## src/design/spcm_pkg.sv

```systemverilog
// Shared types, constants and helper functions for the sky position cross-match block.
// Used by every module of the block; has no dependencies of its own.
package spcm_pkg;

  // Default sizes, handed to the top-level parameters
  localparam int MAX_ENTRIES_DEF    = 32;
  localparam int TRIG_FRAC_BITS_DEF = 30;

  // Fixed field widths
  localparam int ANGLE_W = 24;
  localparam int CFG_W   = 32;
  localparam int ENTRY_W = 5;
  localparam int MUL_W   = 64;

  // Command queue depth between front and back
  localparam int QUEUE_DEPTH = 2;

  // Angle handling: turn-to-radian scale and octant limits
  localparam logic [28:0] RAD_SCALE    = 29'd421657428;
  localparam logic [21:0] EIGHTH_TURN  = 22'h200000;
  localparam logic [22:0] QUARTER_TURN = 23'h400000;

  // Horner steps per polynomial
  localparam int SIN_STEPS = 5;
  localparam int COS_STEPS = 6;

  // Input action codes
  localparam logic [1:0] ACT_LOAD_FIRST  = 2'd0;
  localparam logic [1:0] ACT_LOAD_SECOND = 2'd1;
  localparam logic [1:0] ACT_RUN         = 2'd2;

  // Configuration register indexes
  localparam logic CFG_COS_RADIUS        = 1'b0;
  localparam logic CFG_INCLUDE_UNMATCHED = 1'b1;

  typedef enum logic [1:0] {
    CMD_LOAD_FIRST,
    CMD_LOAD_SECOND,
    CMD_RUN
  } cmd_kind_t;

  typedef struct packed {
    cmd_kind_t                 kind;
    logic [ANGLE_W-1:0]        ra;
    logic [ANGLE_W-1:0]        dec;
  } cmd_t;

  typedef struct packed {
    logic [1:0]                action;
    logic [ANGLE_W-1:0]        right_ascension;
    logic signed [ANGLE_W-1:0] declination;
  } in_item_t;

  typedef struct packed {
    logic               valid_res;
    logic               from_second;
    logic [ENTRY_W-1:0] entry_index;
    logic               replaced;
    logic               last;
  } out_item_t;

  typedef enum logic {
    PH_SIN,
    PH_COS
  } poly_phase_t;

  typedef enum logic [3:0] {
    TG_IDLE,
    TG_XRND,
    TG_X2,
    TG_DM,
    TG_DQ,
    TG_DR,
    TG_HM,
    TG_HN,
    TG_SFIN,
    TG_SSTORE,
    TG_OUT
  } trig_state_t;

  typedef enum logic [4:0] {
    BK_IDLE,
    BK_LOAD,
    BK_CLEAR,
    BK_M_RD,
    BK_M_CHK,
    BK_M_TRIG,
    BK_M_MUL1,
    BK_M_MUL2,
    BK_M_MUL3,
    BK_M_CMP,
    BK_M_ADV,
    BK_E_START,
    BK_E1_RD,
    BK_E1_PUT,
    BK_E2_RD,
    BK_E2_PUT,
    BK_EMPTY,
    BK_FINISH
  } back_state_t;

  // Divisor of each Horner step
  function automatic logic [7:0] horner_div(poly_phase_t ph, logic [2:0] step);
    logic [7:0] d;
    d = 8'd1;
    case (ph)
      PH_SIN: begin
        case (step)
          3'd0:    d = 8'd110;
          3'd1:    d = 8'd72;
          3'd2:    d = 8'd42;
          3'd3:    d = 8'd20;
          3'd4:    d = 8'd6;
          default: d = 8'd1;
        endcase
      end
      PH_COS: begin
        case (step)
          3'd0:    d = 8'd132;
          3'd1:    d = 8'd90;
          3'd2:    d = 8'd56;
          3'd3:    d = 8'd30;
          3'd4:    d = 8'd12;
          3'd5:    d = 8'd2;
          default: d = 8'd1;
        endcase
      end
      default: d = 8'd1;
    endcase
    return d;
  endfunction

  // floor(2^32 / divisor) of each Horner step
  function automatic logic [31:0] horner_recip(poly_phase_t ph, logic [2:0] step);
    logic [31:0] m;
    m = 32'hFFFF_FFFF;
    case (ph)
      PH_SIN: begin
        case (step)
          3'd0:    m = 32'd39045157;
          3'd1:    m = 32'd59652323;
          3'd2:    m = 32'd102261126;
          3'd3:    m = 32'd214748364;
          3'd4:    m = 32'd715827882;
          default: m = 32'hFFFF_FFFF;
        endcase
      end
      PH_COS: begin
        case (step)
          3'd0:    m = 32'd32537631;
          3'd1:    m = 32'd47721858;
          3'd2:    m = 32'd76695844;
          3'd3:    m = 32'd143165576;
          3'd4:    m = 32'd357913941;
          3'd5:    m = 32'd2147483648;
          default: m = 32'hFFFF_FFFF;
        endcase
      end
      default: m = 32'hFFFF_FFFF;
    endcase
    return m;
  endfunction

endpackage

```

## src/design/spcm_front.sv

```systemverilog
// Front end: accepts input transactions, classifies the action and holds one command.
// Depends on spcm_pkg.
module spcm_front (
  input  logic              clk,
  input  logic              rst_n,
  input  logic              in_valid,
  output logic              in_ready,
  input  spcm_pkg::in_item_t in_data,
  output logic              push_valid,
  input  logic              push_ready,
  output spcm_pkg::cmd_t    push_cmd
);
  import spcm_pkg::*;

  logic      cmd_valid_r, cmd_valid_nxt;
  cmd_t      cmd_r, cmd_nxt;
  logic      take;
  logic      keep;
  cmd_kind_t kind;

  // Classify the action; unused codes are dropped
  always_comb begin
    keep = 1'b1;
    kind = CMD_RUN;
    case (in_data.action)
      ACT_LOAD_FIRST:  kind = CMD_LOAD_FIRST;
      ACT_LOAD_SECOND: kind = CMD_LOAD_SECOND;
      ACT_RUN:         kind = CMD_RUN;
      default:         keep = 1'b0;
    endcase
  end

  assign in_ready = !cmd_valid_r || push_ready;
  assign take     = in_valid && in_ready;

  // Hold the command until the queue takes it
  always_comb begin
    cmd_valid_nxt = cmd_valid_r && !push_ready;
    cmd_nxt       = cmd_r;
    if (take) begin
      cmd_valid_nxt = keep;
      cmd_nxt.kind  = kind;
      cmd_nxt.ra    = in_data.right_ascension;
      cmd_nxt.dec   = in_data.declination;
    end
  end

  always_ff @(posedge clk) begin
    if (!rst_n) begin
      cmd_valid_r <= 1'b0;
    end else begin
      cmd_valid_r <= cmd_valid_nxt;
    end
    cmd_r <= cmd_nxt;
  end

  assign push_valid = cmd_valid_r;
  assign push_cmd   = cmd_r;

endmodule

```

## config.mk

```make
export PLATFORM = sky130hd
export DESIGN_NAME = spcm_front
export DESIGN_NICKNAME = d
export VERILOG_FILES = /design/src/design/spcm_pkg.sv /design/src/design/spcm_front.sv
export SDC_FILE = /design/constraint.sdc
export NUM_CORES = 1
export LEC_CHECK = 0
export BUFFER_PORTS_ARGS = -buffer_cell sky130_fd_sc_hd__buf_2
export CAP_MARGIN = 20
export CORE_ASPECT_RATIO = 0.6
export CORE_MARGIN = 3
export CORE_UTILIZATION = 40
export CTS_CLUSTER_DIAMETER = 50
export DETAILED_ROUTE_END_ITERATION = 7
export PLACE_DENSITY = 0.78
export SYNTH_ARGS = -nofsm -noshare
export SYNTH_HDL_FRONTEND = slang
export SYNTH_SLANG_ARGS = --single-unit
export TNS_END_PERCENT = 100
```

## constraint.sdc

```tcl
create_clock -name clk -period 2.2 [get_ports clk]
set_input_delay 0.11 -clock clk [delete_from_list [all_inputs] [get_ports clk]]
set_output_delay 0.11 -clock clk [all_outputs]
set_load 0.03 [all_outputs]
```

; ---- Word level (Yosys, flattened, before mapping)
; Cells that the tools add are included.
; W data, S select, Z words.
[word_totals]
regBits = 51
inputBits = 54
out_inout_bits = 52
word_cells = 16
[classes]
eq_ne = 2
muxes = 3
n_reduce_logical = 7
[op_table]
columns = op, n
row1 = $pmux W2 S2, 1
row2 = $reduce_or A3 Y1, 1
row3 = $eq A2 B1 Y1 const B, 1
row4 = $eq A2 B2 Y1 const B, 1
row5 = $logic_and A1 B1 Y1, 2
row6 = $logic_not A1 Y1, 2
row7 = $logic_not A2 Y1, 1
row8 = $mux W1, 2
row9 = $logic_or A1 B1 Y1, 1

; ---- Depth between registers and ports, before layout
; Gate-level depths: netlist of the first run.
[logic_depth]
depth_word = 4
depth_mapped = 2
ltp_nobuf = 2

; ---- Worst setup path before layout of the first run
; OpenSTA, ideal clock, no wires.
[synth_timing]
kind = flip-flop to flip-flop
start = reg cmd_valid_r, in the netlist push_valid
end = reg cmd_r, in the netlist push_cmd[0], enable pin
setup_ns = 0.413
t_arrival_ns = 2.001
required_ns = 1.787
path_slack_ns = -0.214
stages_incl_launch_ff = 3
n_path_buf = 0
synth_period_minus_slack_ns = 2.414
path_cell_list = dfxtp_1 > nand2b_1 > and2_1
[synth_via]
elab_chain_len = 3
[synth_rtl]
columns = element, line
row1 = "start, declared", spcm_front.sv:15  ; logic cmd_valid_r, cmd_valid_nxt;
row2 = "start signal, assigned", spcm_front.sv:52  ; cmd_valid_r <= cmd_valid_nxt;
row3 = $logic_not A1 Y1, spcm_front.sv:33  ; assign in_ready = !cmd_valid_r || push_ready;
row4 = $logic_or A1 B1 Y1, spcm_front.sv:33
row5 = net in_ready, spcm_front.sv:7  ; output logic in_ready,
row6 = $logic_and A1 B1 Y1, spcm_front.sv:34  ; assign take = in_valid && in_ready;
row7 = net take, spcm_front.sv:17  ; logic take;
row8 = "end signal, assigned", spcm_front.sv:54  ; cmd_r <= cmd_nxt;
row9 = "end, declared", spcm_front.sv:16  ; cmd_t cmd_r, cmd_nxt;
; The timed path passes the listed nets, and every way through them passes these cells.
; A chain may end at the register's enable or synchronous reset.

; ---- Worst setup path in the final report of the first run
[layout_timing]
start = reg cmd_valid_r, in the netlist push_valid
end = reg cmd_r, in the netlist push_cmd[14], enable pin
[layout_via]
elab_chain_len = 3
[layout_rtl]
columns = element, line
row1 = $logic_not A1 Y1, spcm_front.sv:33
row2 = $logic_or A1 B1 Y1, spcm_front.sv:33
row3 = $logic_and A1 B1 Y1, spcm_front.sv:34
row4 = net take, spcm_front.sv:17
; The timed path passes the listed nets, and every way through them passes these cells.

==> flow_summary.toml, run 1 <==
[run_status]
status = "finished, final reports clean"

[logic_synthesis]
yosysSeqAreaShare = 0.9712
synth_area_mm2 = 0.001567
ys_warn_count = 0
synthCells = 57
avgSynthCellArea_um2 = 27.48
ys_ff_latch = 51
synth_nets = 111
synth_cell_types = 8

[floorplan]
start_util = 0.4471
fp-row-count = 16
design.die.area_mm2 = 0.004728
die_w_um = 86.79
die_y_um = 54.48
pin_count = 106
core_area_mm2 = 0.003503

[setup_path]
worstSetupPathDepth = 3
cp_num_buf_inv = 1
crit_chain = "nand2b_1, and2_2, buf_12"
setup.worst_path.start_class = "register"
path_class = "reg -> reg"
regToRegSetupSlack_ps = 710
worstSetupEndpointType = "register"
r2r_cells = 3
crit_path_top_delay_cell = "and2_2"
critical-path-top-delay-family = "simple AND/OR/NAND/NOR gates"
crit_required_ps = 2200
critical_path_arrival_ps = 1490
crit_fanout = 30
cpPeakStageDelay_ps = 480

[sta]
hold_viol_final = 0
setup_viol = 0
setup-tns-final_ps = 0
worst_pin_slew_ps = 496.4
grt_setup_unrepaired = "false"
min_period_ps = 1493
maxSlewViolCount = 0
period_share = 0.6788
clock.fmax_mhz = 669.6
fin_skew_ps = 10.82
timing.slew.headroom = 0.6691

[power]
power_frac_seq = 0.585
p_sw_frac = 0.2415
p_leak_uw = 0.001178
vdd_drop_max_uv = 449.8
power_frac_clock = 0.252
p_int_uw = 1490
p_switching_uw = 474.3
total_power_uw = 1964
combPwrFrac = 0.162
power_density_mw_per_mm2 = 719.0

[cells_and_area]
nFillCells = 196
design_area_mm2 = 0.002731
final_nets = 271
fin_util = 0.7796
area_growth_pct = 74.36
drive_gt1_frac = 0.5275
antennaDiodeCount = 0

[clocking]
clkSinkCount = 51
post_cts_buffers = 0
path_clk_slew_ps = 80
tritoncts = "done"
cts_root_buf = "clkbuf_8"
clockBufferDepth = 2
clk_latency_ps = 290
post_cts_resized = 0
cts_inserted_buffers = 5
htreeDepth = 2

[global_routing]
antenna_found_initial = 0
grt_pass1_wl_um = 5865
grt.total_usage = 0.1748
grt_overflow_total = 0
grt_max_degree = 31
grt_pass1_vias = 1250

[routing]
first_iter_violations = 36
drc = 0
viasPerCell = 4.354
wl_per_cell_um = 14.87
wl_um = 3912
drt-pass1-iter-count = 4
ant_nets = 0
vias = 1145

[worst_hold_path]
hold_path_class = "in -> reg"
hold_depth = 1

[place]
gp_congestion = 0.7472
io_buffers = 105
placed_cell_area_mm2 = 0.002166

[flow_run]
cap_viol_max_count = 0
## cell usage in the layout, fill, tap and decap left out
cell type      netlist  final
a21bo_1              1      1
a21boi_2             1      1
and2_2               0      1
and2b_1              1      1
buf_12               0      1
buf_2                0    105
clkbuf_1             1      1
clkbuf_8             0      5
clkinv_2             0      1
clkinvlp_4           0      1
dfxtp_1              1      1
dlygate4sd3_1        0     48
edfxtp_1            50     50
nand2b_1             1      1
## cells by family (layout without fill, tap and decap cells)
group | after synthesis | count (layout) | share of synthesized area
buffers and inverters | 1 | 162 | 0.002394
and+or+nand+nor | 3 | 3 | 0.01279
AOI/OAI and AO/OA | 2 | 2 | 0.01358
DFF | 51 | 51 | 0.9712
## stage by stage
| stage | hold slack, ps | setup WS (ps) | std cells |
|---|---|---|---|
| after CTS | 15.84 | 694.0 | 263 |
| after floorplan | 208.9 | 310.4 | 57 |
| after detailed placement | 288.2 | 710.0 | 207 |
| final | 30.84 | 706.6 | 263 |
| after global routing | 12.93 | 620.9 | 263 |
| after global placement | 287.1 | 789.3 | 207 |
## cell type report
class                           instances  area [um^2]  area share
Sequential cell                        51         1521      0.5570
Clock buffer                            6        72.57     0.02657
Tap cell                               45        56.30     0.02061
Multi-Input combinational cell          5        42.54     0.01557
Timing Repair Buffer                  154         1026      0.3756
Clock inverter                          2        12.51    0.004581
## state kept, by name (all words and copies together) (netlist names)
register	count
push_cmd	50
push_valid	1
## worst paths after layout
| path | to | startpoint |
|---|---|---|
| worst max-delay path | push_cmd[14]$_DFFE_PP_ | push_valid$_SDFF_PN0_ |
| worst min-delay path | push_cmd[49]$_DFFE_PP_ | in_data[49] |
| worst max register to register | push_cmd[14]$_DFFE_PP_ | push_valid$_SDFF_PN0_ |
| worst min register to register | push_valid$_SDFF_PN0_ | push_valid$_SDFF_PN0_ |
## layer usage
layer | up-vias | track usage | share of wire | wire, um
met5 | - | 0 | 0 | 0
met4 | 0 | 0.05440 | 0.0059 | 23
met3 | 5 | 0.06767 | 0.11 | 420
met2 | 72 | 0.3287 | 0.51 | 1995
met1 | 527 | 0.1855 | 0.38 | 1473
li1 | 541 | - | - | -
## timing repair
| item | CTS | global route |
|---|---|---|
| hold endpoints to repair | 48 | 0 |
| hold buffers | 48 | 0 |
| endpoints found under the setup margin | 0 | 0 |
## power by group through the flow
stage | registers [uW] | logic, uW | clock network, uW
after floorplan | 1290 | 24.0 | 0
after global placement | 1170 | 246 | 0
after detailed placement | 1170 | 251 | 0
after CTS | 1150 | 317 | 518
after global routing | 1150 | 337 | 572
final | 1150 | 319 | 496
## cell usage after synthesis (all sizes together)
cell type,n,area share
a21bo,1,0.0064
a21boi,1,0.0072
and2,1,0.0040
and2b,1,0.0048
clkbuf,1,0.0024
dfxtp,1,0.013
edfxtp,50,0.96
nand2b,1,0.0040
Power figures use the tool's default switching activity.
==> inputs of run 2 (changes only) <==
==> constraint.sdc (replaced) <==
create_clock -name clk -period 1.5 [get_ports clk]
set_input_delay 0.075 -clock clk [delete_from_list [all_inputs] [get_ports clk]]
set_output_delay 0.075 -clock clk [all_outputs]
set_load 0.03 [all_outputs]
==> run 2 against run 1 <==
- clock power increased by 49%
- critical path depth unchanged
- flip-flop and latch count unchanged
- routed wire length increased by 7.0%
- count of clock-buffer cells in the layout increased by 1
- global-route usage increased by 1.5 points
- combinational power increased by 51%
- power increased by 48%
- fmax increased by 36%
- first-iteration DRC count increased by 58%
- clock skew decreased by 3.4 ps
- highest routed layer unchanged
==> flow_summary.toml, run 2 (synthesis results as in run 1) <==
[setup_path]
cpPeakStageDelay_ps = 340
critical_path_arrival_ps = 1100
crit_required_ps = 1500
cp_num_buf_inv = 1
path_class = "reg -> reg"
worstSetupEndpointType = "register"
crit_chain = "nand2b_2, and2_4, buf_12"
setup.worst_path.start_class = "register"
worstSetupPathDepth = 3
r2r_cells = 3
crit_path_top_delay_cell = "dfxtp_1"
crit_fanout = 27
critical-path-top-delay-family = "flip-flops"

[cells_and_area]
design_area_mm2 = 0.002761
final_common_cell = "buf_2"
antennaDiodeCount = 0
multi_input_area_um2 = 46.29
layout_common_cells = "buf_2 (105), edfxtp_1 (50), dlygate4sd3_1 (49)"
largest_reg_flops = 50
area_growth_pct = 76.28
final_nets = 273
nFillCells = 184
drive_gt1_frac = 0.5273
seq_area_mm2 = 0.001521

[clocking]
cts_inserted_buffers = 5
path_clk_slew_ps = 90
clk_latency_ps = 300
htreeDepth = 2
clockBufferDepth = 2
clkSinkCount = 51
post_cts_resized = 0
tritoncts = "done"
cts_root_buf = "clkbuf_8"

[sta]
setup-tns-final_ps = 0
timing.slew.headroom = 0.8817
min_period_ps = 1102
worst_slack_ps = 398.0
setup_viol = 0
hold_viol_final = 0
maxSlewViolCount = 0
grt_setup_unrepaired = "false"
period_share = 0.7347
timing.hold.ws_ps = 28.78
worst_pin_slew_ps = 178.7
clock.fmax_mhz = 907.5
fin_skew_ps = 7.396

[power]
p_leak_uw = 0.001194
vdd_drop_max_uv = 799.9
power_density_mw_per_mm2 = 1053

[global_routing]
grt_overflow_total = 0
grt_max_degree = 28
grt_pass1_wl_um = 6285
grt.total_usage = 0.1902
grt_pass1_vias = 1242
antenna_found_initial = 0

[routing]
drt-pass1-iter-count = 4
viasPerCell = 4.442
wl_per_cell_um = 15.79
ant_nets = 0
drc = 0
first_iter_violations = 57
vias = 1177
wl_um = 4184

[place]
pre_cts_ws_ps = 434.5
gp_congestion = 0.7453
io_buffers = 105
placed_cell_area_mm2 = 0.002190

[floorplan]
start_util = 0.4471
fp-row-count = 16
core_area_mm2 = 0.003503
design.die.area_mm2 = 0.004728
die_w_um = 86.79
die_y_um = 54.48
pin_count = 106

[run_status]
status = "finished, final reports clean"

[worst_hold_path]
hold_depth = 2
hold_path_class = "in -> reg"

[flow_run]
cap_viol_max_count = 0
run 2: cell types whose count changed in the layout (fill, tap and decap cells not counted), sizes merged:
| cell | change |
|---|---|
| clkbuf | +1 |
| dlygate4sd3 | +1 |
| buf | +1 |
| clkinvlp | -1 |
run 2: what timing repair did:
| action | CTS | global route |
|---|---|---|
| setup buffers | 0 | 0 |
| setup endpoints to repair | 0 | 0 |
| hold buffers | 49 | 0 |
| endpoints found under the hold margin | 49 | 0 |
run 2: area by class of cell:
type / count / share of cell area
flip-flops and latches: 51 / 0.5510
clock inverters: 1 / 0.001812
multi-input cells: 5 / 0.01676
repair buffers: 156 / 0.3824
well taps: 45 / 0.02039
clock buffers: 7 / 0.02764
run 2: final timing paths:
kind	slack, ps	to	startpoint
worst max-delay path	400	push_cmd[43]$_DFFE_PP_	push_valid$_SDFF_PN0_
worst min-delay path	30	push_valid$_SDFF_PN0_	rst_n
worst max register to register	400	push_cmd[43]$_DFFE_PP_	push_valid$_SDFF_PN0_
worst min register to register	530	push_valid$_SDFF_PN0_	push_valid$_SDFF_PN0_
run 2: report_power, final:
group          switching (uW)  internal, uW
logic                     277           206
registers                22.7          1660
clock network             411           328
total                     710          2200
run 2: metal layers:
layer	vias up	GRT usage	part of all wire	routed length [um]
li1	547	-	-	-
met1	543	0.2156	0.38	1581
met2	80	0.3123	0.47	1978
met3	7	0.09624	0.13	555
met4	0	0.07772	0.016	68
met5	-	0	0	0
run 2: metrics by stage:
stage	util	power, uW	std cells
after detailed placement	0.6250	2096	208
after floorplan	-	1926	57
after global placement	0.6250	2085	208
after CTS	0.7882	2917	265
after global routing	0.7882	3054	265
final	0.7882	2907	265
==> inputs of run 3 (changes only) <==
--- a/config.mk
+++ b/config.mk
@@ -9,10 +9,10 @@
 export CAP_MARGIN = 20
 export CORE_ASPECT_RATIO = 0.6
 export CORE_MARGIN = 3
-export CORE_UTILIZATION = 40
+export CORE_UTILIZATION = 36
 export CTS_CLUSTER_DIAMETER = 50
 export DETAILED_ROUTE_END_ITERATION = 7
-export PLACE_DENSITY = 0.78
+export PLACE_DENSITY = 0.75
 export SYNTH_ARGS = -nofsm -noshare
 export SYNTH_HDL_FRONTEND = slang
 export SYNTH_SLANG_ARGS = --single-unit
==> constraint.sdc (replaced) <==
create_clock -name clk -period 0.95 [get_ports clk]
set_input_delay 0.0475 -clock clk [delete_from_list [all_inputs] [get_ports clk]]
set_output_delay 0.0475 -clock clk [all_outputs]
set_load 0.03 [all_outputs]
==> run 3 against run 2 <==
- setup slack got worse by 530 ps
- the run now ends with setup timing left
- via count decreased by 1.2%
- core utilization decreased by 5.3 points
- sequential share of layout area decreased by 2.1 points
- clock power increased by 54%
- first-iteration DRC count decreased by 40%
- register-to-register slack got worse by 530 ps
- largest power group unchanged
- flip-flop and latch count unchanged
==> flow_summary.toml, run 3 (synthesis results as in run 1) <==
[routing]
drc = 0
first_iter_violations = 34
wl_per_cell_um = 15.26
drt-pass1-iter-count = 4
viasPerCell = 4.154
vias = 1163
ant_nets = 0
wl_um = 4273

[run_status]
violations = "setup timing"
status = "complete, but fails checks"

[power]
power_density_mw_per_mm2 = 1603
p_leak_uw = 0.001239
vdd_drop_max_uv = 1162

[global_routing]
antenna_found_initial = 0
grt_pass1_vias = 1311
grt_overflow_total = 0
grtUsageMet2 = 0.2887
grt.total_usage = 0.1672
grt_max_degree = 19
use_met3 = 0.08827
grt_pass1_wl_um = 6555
grt-busiest-layer = "met2"
met1_usage = 0.1859

[clocking]
cts_root_buf = "clkbuf_8"
tritoncts = "done"
clk_latency_ps = 290
post_cts_buffers = 0
clockBufferDepth = 2
path_clk_slew_ps = 80
htreeDepth = 2
clkSinkCount = 51
cts_inserted_buffers = 5

[sta]
hold_viol_final = 0
period_share = 1.135
clock.fmax_mhz = 927.3
setup_viol = 51
timing.slew.headroom = 0.8862
worst_pin_slew_ps = 171.9
maxSlewViolCount = 0
grt_setup_unrepaired = "true"
fin_skew_ps = 4.938
worst_slack_ps = -128.4
min_period_ps = 1078

[setup_path]
regToRegSetupSlack_ps = -130
crit_fanout = 18
crit_required_ps = 950
worstSetupEndpointType = "register"
cpPeakStageDelay_ps = 360
path_class = "reg -> reg"
crit_path_top_delay_cell = "dfxtp_4"
setup.worst_path.start_class = "register"
critical_path_arrival_ps = 1080
crit_chain = "nand2b_4, and2_4, buf_12"

[cells_and_area]
final_nets = 276
stdcell_count = 280
drive_gt1_frac = 0.5336
largest_reg_flops = 50
area_growth_pct = 83.79
final_common_cell = "buf_2"
antennaDiodeCount = 0
nFillCells = 259
layout_common_cells = "buf_2 (96), dlygate4sd3_1 (50), edfxtp_1 (50)"
design_area_mm2 = 0.002879

[place]
gp_congestion = 0.7413
pre_cts_ws_ps = -128.8
placed_cell_area_mm2 = 0.002221
dp_cells = 221
io_buffers = 105
dp.final_hpwl_um = 2581

[floorplan]
pin_count = 106
core_area_mm2 = 0.003914
start_util = 0.4003
fp-row-count = 17
die_w_um = 91.16
design.die.area_mm2 = 0.005205
die_y_um = 57.10

[flow_run]
cap_viol_max_count = 0

[worst_hold_path]
hold_path_class = "in -> reg"
==> run 3: cell types whose count changed in the layout (fill, tap and decap cells not counted) <==
cell	previous run	this run
nand2b_4	0	1
nand2b_2	1	0
buf_6	0	7
dfxtp_1	1	0
dlygate4sd3_1	49	50
buf_16	0	1
dfxtp_4	0	1
buf_4	0	3
buf_2	105	96
==> run 3: area by class of cell <==
cell class | instances | area (um^2) | share of cell area
clock buffer | 7 | 76.32 | 0.02651
clock inverter | 1 | 5.005 | 0.001738
multi-input combinational | 5 | 51.30 | 0.01782
sequential | 51 | 1525 | 0.5298
tap | 57 | 71.32 | 0.02477
timing repair buffer | 159 | 1150 | 0.3994
==> run 3: what timing repair did <==
item	4_1_cts	5_1_grt
endpoints found under the hold margin	50	0
setup endpoints to repair	51	59
resized for setup	3	22
hold buffers	50	0
gates cloned	1	0
==> run 3: path summary, 6_finish.rpt <==
check                   startpoint  cells past startpoint                endpoint
max          push_valid$_SDFF_PN0_                      3  push_cmd[19]$_DFFE_PP_
min                    in_data[48]                      3   push_valid$_SDFF_PN0_
max reg2reg  push_valid$_SDFF_PN0_                      3  push_cmd[19]$_DFFE_PP_
min reg2reg  push_valid$_SDFF_PN0_                      3   push_valid$_SDFF_PN0_
==> run 3: routing by layer <==
metal	part of all wire	wire, um	vias up
met3	0.13	543	2
met2	0.47	2029	72
li1	-	-	553
met4	0.0035	15	0
met1	0.39	1684	536
met5	0	0	-
==> run 3: worst max-delay path: cells and delay by family (launching register included) <==
kind	cells	cell delay [ps]
flip-flops	1	360
AND/OR/NAND/NOR	2	260
buffers and inverters	1	170
==> run 3: through the flow <==
| step | power (uW) | hold WS (ps) | setup TNS [ps] | utilization |
|---|---|---|---|---|
| 3_5_place_dp | 3320 | 225.6 | -5210 | 0.5675 |
| 6_report | 4616 | 61.68 | -6169 | 0.7356 |
| 4_1_cts | 4634 | 32.17 | -6045 | 0.7247 |
| 5_1_grt | 4805 | 60.27 | -8121 | 0.7356 |
| 2_1_floorplan | 3043 | 146.4 | -20220 | - |
| 3_3_place_gp | 3297 | 224.5 | -4310 | 0.5675 |
==> run 3: where the power goes <==
| part | leakage, uW | internal (uW) | switching, uW |
|---|---|---|---|
| clock | 0.0000422 | 517 | 621 |
| combinational | 0.000702 | 368 | 444 |
| sequential | 0.000494 | 2630 | 40.3 |
| total | 0.00124 | 3510 | 1100 |
